[src/rtl/imts_pkg.sv]
// Shared types, constants and the arctangent table for the IMU tilt unit.
package imts_pkg;

    localparam int SAMPLE_W   = 16;
    localparam int FRAC_W     = 16;
    localparam int AVG_W      = SAMPLE_W + FRAC_W;
    localparam int SCALE_SH   = (AVG_W > 31) ? AVG_W - 31 : 0;
    localparam int OP_W       = AVG_W - SCALE_SH;
    localparam int SQ_W       = 2 * OP_W;
    localparam int ROOT_W     = OP_W;
    localparam int CORD_W     = OP_W + 5;
    localparam int ANG_W      = 32;
    localparam int ATAN_W     = 22;
    localparam int CNT_W      = 5;
    localparam int IDX_W      = 3;
    localparam int ALPHA_W    = 17;
    localparam int THR_W      = 18;
    localparam int CFG_IDX_W  = 8;
    localparam int CFG_DATA_W = 18;
    localparam int SQRT_STEPS = ROOT_W;

    localparam logic [ALPHA_W-1:0] ALPHA_ONE = 17'h10000;
    localparam logic signed [15:0] ANGLE_LIMIT = 16'sd23040;

    localparam logic [CFG_IDX_W-1:0] REG_SENSOR_ALPHA  = 8'd0;
    localparam logic [CFG_IDX_W-1:0] REG_READOUT_ALPHA = 8'd1;
    localparam logic [CFG_IDX_W-1:0] REG_ACT_THRESHOLD = 8'd2;
    localparam logic [CFG_IDX_W-1:0] REG_REPORT_SEL    = 8'd3;

    localparam logic [2:0] ORIENT_FACE_UP   = 3'd0;
    localparam logic [2:0] ORIENT_FACE_DOWN = 3'd1;
    localparam logic [2:0] ORIENT_LEFT_UP   = 3'd2;
    localparam logic [2:0] ORIENT_RIGHT_UP  = 3'd3;
    localparam logic [2:0] ORIENT_BOTTOM_UP = 3'd4;
    localparam logic [2:0] ORIENT_TOP_UP    = 3'd5;

    typedef struct packed {
        logic signed [SAMPLE_W-1:0] raw_accel_x;
        logic signed [SAMPLE_W-1:0] raw_accel_y;
        logic signed [SAMPLE_W-1:0] raw_accel_z;
        logic signed [SAMPLE_W-1:0] raw_gyro_x;
        logic signed [SAMPLE_W-1:0] raw_gyro_y;
        logic signed [SAMPLE_W-1:0] raw_gyro_z;
    } in_t;

    typedef struct packed {
        logic signed [SAMPLE_W-1:0] accel_x;
        logic signed [SAMPLE_W-1:0] accel_y;
        logic signed [SAMPLE_W-1:0] accel_z;
        logic signed [SAMPLE_W-1:0] gyro_x;
        logic signed [SAMPLE_W-1:0] gyro_y;
        logic signed [SAMPLE_W-1:0] gyro_z;
        logic signed [15:0]         pitch;
        logic signed [15:0]         roll;
        logic [2:0]                 orientation;
        logic                       activity;
    } out_t;

    typedef struct packed {
        logic [ALPHA_W-1:0] sensor_alpha;
        logic [ALPHA_W-1:0] readout_alpha;
        logic [THR_W-1:0]   activity_threshold;
        logic               report_readout;
    } cfg_t;

    typedef struct packed {
        logic             load_in;
        logic             sblend;
        logic             sq_first;
        logic             sq_second;
        logic             sqrt_step;
        logic             pitch_set;
        logic             roll_set;
        logic             cord_step;
        logic             save_pitch;
        logic             save_roll;
        logic             rblend;
        logic             out_load;
        logic [IDX_W-1:0] idx;
        logic [CNT_W-1:0] iter;
    } cmd_t;

    typedef struct packed {
        logic out_free;
    } stat_t;

    // atan(2^-i) in 1/65536 degree
    function automatic logic [ATAN_W-1:0] atan_lut(input logic [CNT_W-1:0] i);
        logic [ATAN_W-1:0] r;
        case (i)
            5'd0:    r = 22'd2949120;
            5'd1:    r = 22'd1740967;
            5'd2:    r = 22'd919879;
            5'd3:    r = 22'd466945;
            5'd4:    r = 22'd234378;
            5'd5:    r = 22'd117304;
            5'd6:    r = 22'd58666;
            5'd7:    r = 22'd29335;
            5'd8:    r = 22'd14668;
            5'd9:    r = 22'd7334;
            5'd10:   r = 22'd3667;
            5'd11:   r = 22'd1833;
            5'd12:   r = 22'd917;
            5'd13:   r = 22'd458;
            5'd14:   r = 22'd229;
            5'd15:   r = 22'd115;
            5'd16:   r = 22'd57;
            5'd17:   r = 22'd29;
            5'd18:   r = 22'd14;
            5'd19:   r = 22'd7;
            5'd20:   r = 22'd4;
            5'd21:   r = 22'd2;
            5'd22:   r = 22'd1;
            default: r = 22'd0;
        endcase
        return r;
    endfunction

endpackage

[src/rtl/imts_ctrl.sv]
// Sequencer for the IMU tilt unit: steps the datapath through one sample.
module imts_ctrl
    import imts_pkg::*;
#(
    parameter int CORDIC_STEPS = 16
)
(
    input  logic  clk,
    input  logic  rst_n,
    input  logic  in_valid,
    output logic  in_ready,
    input  stat_t stat,
    output cmd_t  cmd
);

    typedef enum logic [10:0] {
        S_IDLE   = 11'b000_0000_0001,
        S_SBLEND = 11'b000_0000_0010,
        S_SQ1    = 11'b000_0000_0100,
        S_SQ2    = 11'b000_0000_1000,
        S_SQRT   = 11'b000_0001_0000,
        S_PSET   = 11'b000_0010_0000,
        S_PITER  = 11'b000_0100_0000,
        S_RSET   = 11'b000_1000_0000,
        S_RITER  = 11'b001_0000_0000,
        S_RBLEND = 11'b010_0000_0000,
        S_LOAD   = 11'b100_0000_0000
    } state_t;

    localparam logic [CNT_W-1:0] LAST_CORD = CNT_W'(CORDIC_STEPS - 1);
    localparam logic [CNT_W-1:0] LAST_SQRT = CNT_W'(SQRT_STEPS - 1);
    localparam logic [CNT_W-1:0] LAST_SCH  = CNT_W'(5);
    localparam logic [CNT_W-1:0] LAST_RCH  = CNT_W'(7);

    state_t           state_reg, state_next;
    logic [CNT_W-1:0] cnt_reg, cnt_next;

    assign in_ready = (state_reg == S_IDLE);

    always_comb
    begin
        state_next = state_reg;
        cnt_next   = cnt_reg;
        cmd        = '0;
        cmd.idx    = cnt_reg[IDX_W-1:0];
        cmd.iter   = cnt_reg;
        unique case (state_reg)
            S_IDLE:
            begin
                if (in_valid)
                begin
                    cmd.load_in = 1'b1;
                    cnt_next    = '0;
                    state_next  = S_SBLEND;
                end
            end
            S_SBLEND:
            begin
                cmd.sblend = 1'b1;
                cnt_next   = cnt_reg + 1'b1;
                if (cnt_reg == LAST_SCH)
                begin
                    state_next = S_SQ1;
                end
            end
            S_SQ1:
            begin
                cmd.sq_first = 1'b1;
                state_next   = S_SQ2;
            end
            S_SQ2:
            begin
                cmd.sq_second = 1'b1;
                cnt_next      = '0;
                state_next    = S_SQRT;
            end
            S_SQRT:
            begin
                cmd.sqrt_step = 1'b1;
                cnt_next      = cnt_reg + 1'b1;
                if (cnt_reg == LAST_SQRT)
                begin
                    state_next = S_PSET;
                end
            end
            S_PSET:
            begin
                cmd.pitch_set = 1'b1;
                cnt_next      = '0;
                state_next    = S_PITER;
            end
            S_PITER:
            begin
                cmd.cord_step = 1'b1;
                cnt_next      = cnt_reg + 1'b1;
                if (cnt_reg == LAST_CORD)
                begin
                    state_next = S_RSET;
                end
            end
            S_RSET:
            begin
                cmd.save_pitch = 1'b1;
                cmd.roll_set   = 1'b1;
                cnt_next       = '0;
                state_next     = S_RITER;
            end
            S_RITER:
            begin
                cmd.cord_step = 1'b1;
                cnt_next      = cnt_reg + 1'b1;
                if (cnt_reg == LAST_CORD)
                begin
                    cnt_next   = '0;
                    state_next = S_RBLEND;
                end
            end
            S_RBLEND:
            begin
                cmd.rblend    = 1'b1;
                cmd.save_roll = (cnt_reg == '0);
                cnt_next      = cnt_reg + 1'b1;
                if (cnt_reg == LAST_RCH)
                begin
                    state_next = S_LOAD;
                end
            end
            S_LOAD:
            begin
                if (stat.out_free)
                begin
                    cmd.out_load = 1'b1;
                    state_next   = S_IDLE;
                end
            end
            default:
            begin
                state_next = S_IDLE;
            end
        endcase
    end

    always_ff @(posedge clk or negedge rst_n)
    begin
        if (!rst_n)
        begin
            state_reg <= S_IDLE;
            cnt_reg   <= '0;
        end
        else
        begin
            state_reg <= state_next;
            cnt_reg   <= cnt_next;
        end
    end

    a_accept_leaves_idle: assert property (@(posedge clk) disable iff (!rst_n)
        cmd.load_in |=> !in_ready)
        else $error("sequencer stayed idle after taking a sample");

    a_load_only_when_free: assert property (@(posedge clk) disable iff (!rst_n)
        cmd.out_load |-> stat.out_free)
        else $error("result loaded over an untaken beat");

    a_roll_saved_first_blend: assert property (@(posedge clk) disable iff (!rst_n)
        cmd.save_roll |-> $past(cmd.cord_step))
        else $error("roll saved before its rotation finished");

endmodule

[config.mk]
export PLATFORM = sky130hd
export DESIGN_NAME = imts_ctrl
export DESIGN_NICKNAME = d
export VERILOG_FILES = /design/src/rtl/imts_pkg.sv /design/src/rtl/imts_ctrl.sv
export SDC_FILE = /design/constraint.sdc
export NUM_CORES = 1
export LEC_CHECK = 0
export BUFFER_PORTS_ARGS = -buffer_cell sky130_fd_sc_hd__buf_2
export CORE_MARGIN = 5
export CORE_UTILIZATION = 36
export DETAILED_ROUTE_END_ITERATION = 8
export HOLD_SLACK_MARGIN = 0.12
export SLEW_MARGIN = 20
export SYNTH_ARGS = -nofsm -noshare
export SYNTH_HDL_FRONTEND = slang
export SYNTH_SLANG_ARGS = --single-unit
[constraint.sdc]
create_clock -name clk -period 6.23 [get_ports clk]
set_input_delay 0.623 -clock clk [delete_from_list [all_inputs] [get_ports clk]]
set_output_delay 0.623 -clock clk [all_outputs]
set_load 0.01 [all_outputs]
# Yosys cells after proc, flatten, opt, wreduce, memory -nomap -nowiden
# Cells that the tools add are included.
# W data, S select, Z words.
# totals
output_inout_bits	21
ff_bits	16
latch_bits	0
inputBits	4
ramBits	0
romBits	0
word_cells	55
mem_count	0
# classes
n_div	0
bitwise	0
n_addsub	1
muxes	23
n_eq_ne	22
n_reduce_logical	7
mul	0
shifts	0
n_lt_le_gt_ge	0
# op_table
cell	n
$pmux W11 S11	1
$mux W11	7
$pmux W5 S4	1
$ne A2 B2 Y1 const B	7
$eq A11 B1 Y1 const B	1
$eq A11 B10 Y1 const B	1
$eq A11 B11 Y1 const B	1
$eq A11 B2 Y1 const B	1
$eq A11 B3 Y1 const B	1
$eq A11 B4 Y1 const B	1
$eq A11 B5 Y1 const B	1
$eq A11 B6 Y1 const B	1
$eq A11 B7 Y1 const B	1
$eq A11 B8 Y1 const B	1
$eq A11 B9 Y1 const B	1
$mux W1	11
$eq A5 B3 Y1 const B	2
$mux W5	2
$reduce_and A7 Y1	1
$add A5 B1 Y5 const B	1
$eq A5 B4 Y1 const B	1
$eq A5 B5 Y1 const B	1
$logic_not A5 Y1	1
$reduce_bool A4 Y1	1
5 further kinds	5

# Depth between registers and ports, before layout
# logic_depth
depth_word	4
depth_mapped	8
ltp_nobuf	8

# Worst setup path before layout
# No wires, ideal clock.
# synth_path
path_type	reg-to-output
startpoint	register state_reg[5]
endpoint	output port cmd[12] in the netlist's numbering
required_ns	5.607
arrival_ns	1.497
setup_slack_ns	4.110
n_path_buf	0
stages_incl_launch_ff	5
path_cell_list	dfrtp_1 > nor4_1 > nand2_1 > or3_1 > inv_1
# synth_lines
element	line_no	rtl
start: declaration	imts_ctrl.sv:35	state_t state_reg, state_next;
start signal: assignment	imts_ctrl.sv:152	state_reg <= state_next;
end: declaration	imts_ctrl.sv:13	output cmd_t cmd

==> key figures <==
STA
  – Crit path time final: 2.80 ns
  – Worst Skew: 0.00153 ns
  – Setup TNS: 0 ns
  – Tightest Pin Transition: 0.582 ns
  – Slew Limit Fails: 0
  – RSZ-0062 raised after global routing: false
  – Period utilization: 44.9%
  – Final hold violations: 0
  – Slew HR: 60.8%
  – Max Clock Freq: 357 MHz
  – Setup violations, final: 0

Placement
  – Dpl cell area: 1380 um^2
  – Placed instance count: 205
  – GPL Wtd Cong: 0.911
  – Port Buffers: 24
  – Post-DP HPWL: 2.54 mm

Layout
  – Max FFs per register: 11
  – Final net count: 174
  – Area Growth Syn to Fin: 11.4%
  – Post-route cell area: 1420 um^2
  – Finished Layout Cells: 209
  – ANT cells: 0
  – Layout cells sized above 1: 22.7%
  – Fillers: 336

Setup path
  – Worst r2r src: state_reg[10]
  – Crit Path Max Fanout: 11
  – Crit path DAT: 2.17 ns
  – Crit-path max cell delay: 0.55 ns
  – Highest-delay cell along the critical path: nor4_1
  – FF-to-FF path depth: 5
  – CP Launch Type: flop
  – Worst EP required: 5.61 ns
  – Minimum setup slack among reg-to-reg paths: 3.92 ns
  – Crit path kind: reg2out
  – CP startpoint: state_reg[10]
  – Crit end category: output port
  – Cells along the critical path: nor4_1, nand2_1, or3_1, inv_1, buf_2
  – RR Endpoint: state_reg[10]

Synth
  – Main synth FF type: dfrtp_1
  – Net count after synthesis: 156
  – Synth async-reset ratio: 100%
  – Post-synth top area cell: dfrtp_1
  – Syn. warnings: 0
  – Post-Syn Area per Cell: 8.71 um^2
  – Post-synth top area share: 29.5%
  – Post-Synthesis Cells: 146
  – Post-synthesis sequential area ratio: 31.6%
  – Cell variety after synth: 53
  – Syn Std Cell Area: 1270 um^2
  – Synth area leaders: dfrtp_1 (30%), ha_1 (5.9%), nor2_1 (4.4%)
  – Synth Register Bits: 16
  – EDFF count, synth: 0

Floorplan
  – Die ar.: 4820 um^2
  – Core footprint: 3390 um^2
  – Initial Util: 37.5%
  – Num rows: 21
  – Io pins: 25
  – Die span in y: 69.4 um
  – Die X: 69.4 um

Run status
  – Status: finished, final reports clean

Clocking
  – CTS tree: built
  – Hold_buf cts: 0
  – H-tree depth: 1
  – Root buffer cell: clkbuf_4
  – CTS buffer count: 3
  – Clk Latency, worst-skew pair: 0.29 ns
  – Post-CTS resize count: 0
  – Post-CTS Setup Inserts: 0
  – Max Buffers Root-to-Sink: 2
  – Num Clock Sinks: 16
  – Clock-pin slew on the worst setup and hold paths: 0.10 ns

GRT
  – Largest net degree at the start of global routing: 17
  – Overflow after GRT: 0
  – Vias in the first global route: 1,100
  – Routing usage on met3: 2.90%
  – Initial antenna violation count: 0
  – First-pass GRT wire length: 5.47 mm
  – Layer with the highest usage: met2
  – GRT Util Overall: 14.1%
  – Met1 Use GR: 18.0%
  – Met2 usage: 23.9%

Routing
  – Vias: 1,182
  – Residual DRC: 0
  – Wire per inst: 15.7 um
  – Vias per cell: 5.66
  – Final ANT Viol Nets: 0
  – Drt total wl: 3.29 mm
  – Initial DRT Pass Iterations: 4
  – Initial DRC count: 71

Power and ir drop
  – LEAKAGE: 0.732 nW
  – PwrDens: 336 nW/um^2
  – VDD IR max: 0.163 mV

Run
  – Max Cap Viol: 0

Hold path
  – Min-delay worst type: in2async
-- worst max-delay path, delay by kind of cell, from the launching register on --
family | cells | cell delay [ns]
buffers and inverters | 2 | 0.23
flip-flops | 1 | 0.50
AND/OR/NAND/NOR | 3 | 1.16
-- layout by cell type (no fill, tap or decap), types with 2 or more instances in the layout --
cell type / instances
or2_2: 2
xnor2_1: 2
or4_1: 3
nor3_1: 3
and3_1: 2
nand3_1: 6
buf_2: 24
o21ai_1: 2
or4b_1: 2
clkbuf_4: 3
nor4b_1: 2
nand2_1: 8
nor2_1: 15
or3_1: 2
and4_1: 2
dfrtp_1: 15
nor2b_1: 3
nor3b_1: 2
ha_1: 6
o21ai_0: 7
a21oi_1: 3
nor4_1: 3
o221ai_1: 2
nand4_1: 2
a21o_1: 2
xor2_1: 2
and4b_1: 3
inv_1: 11
-- report_power, final --
group	total, W	leakage (nW)	switching (W)	internal (W)
combinational	0.000244	0.495	0.000144	0.0000998
clock	0.0000719	0.0210	0.0000362	0.0000356
sequential	0.000161	0.216	0.0000357	0.000125
total	0.000476	0.732	0.000216	0.000260
-- worst max-delay path by stage --
stage	to	slack (ns)	cells past startpoint
5_1_grt	cmd[12]	3.30	5
2_1_floorplan	cmd[12]	4.11	4
3_3_place_gp	cmd[12]	3.86	5
4_1_cts	cmd[12]	3.46	5
6_report	cmd[12]	3.43	5
3_5_place_dp	cmd[12]	3.80	5
-- cell type report --
| class | instances | area, um^2 | area share [%] |
|---|---|---|---|
| Clock buffer | 4 | 36.3 | 2.56 |
| Inverter | 11 | 41.3 | 2.92 |
| Multi-Input combinational cell | 108 | 759 | 53.6 |
| Sequential cell | 16 | 402 | 28.4 |
| Tap cell | 46 | 57.6 | 4.06 |
| Timing Repair Buffer | 24 | 120 | 8.48 |
-- cell families after synthesis --
| logic type | share of synthesized area (%) |
|---|---|
| xor gates and xnor gates | 2.76 |
| DFF | 31.6 |
| and+or+nand+nor | 34.9 |
| buffers and inverters | 8.66 |
| adders and majority gates | 5.91 |
| AOI/OAI and AO/OA | 16.1 |
-- cells in the mapped netlist, types with 3 or more instances --
library cell and instances:
nor2_1 15, ha_1 6, dfrtp_1 15, inv_1 11, nand2_1 8, nor3_1 3, nor4_1 3, and4b_1 3
nor2b_1 3, buf_2 3, o21ai_0 7, or4_1 3, nand3_1 6, buf_4 6, a21oi_1 3
-- per-layer routing --
layer / wire length, um / part of all wire (%)
met4: 36 / 1.1
met1: 1450 / 44
met2: 1650 / 50
met5: 0 / 0
met3: 156 / 4.7
-- per-stage QoR --
step / worst slack [ns] / util, % / power [W] / hold WS [ns]
after floorplan: 4.11 / - / 0.000339 / 0.327
after global placement: 3.86 / 40.7 / 0.000401 / 0.571
after detailed placement: 3.80 / 40.7 / 0.000407 / 0.570
after CTS: 3.46 / 41.8 / 0.000480 / 0.244
after global routing: 3.30 / 41.8 / 0.000526 / 0.248
final: 3.43 / 41.8 / 0.000476 / 0.229
Note: power is estimated with default switching activity, not from simulation.
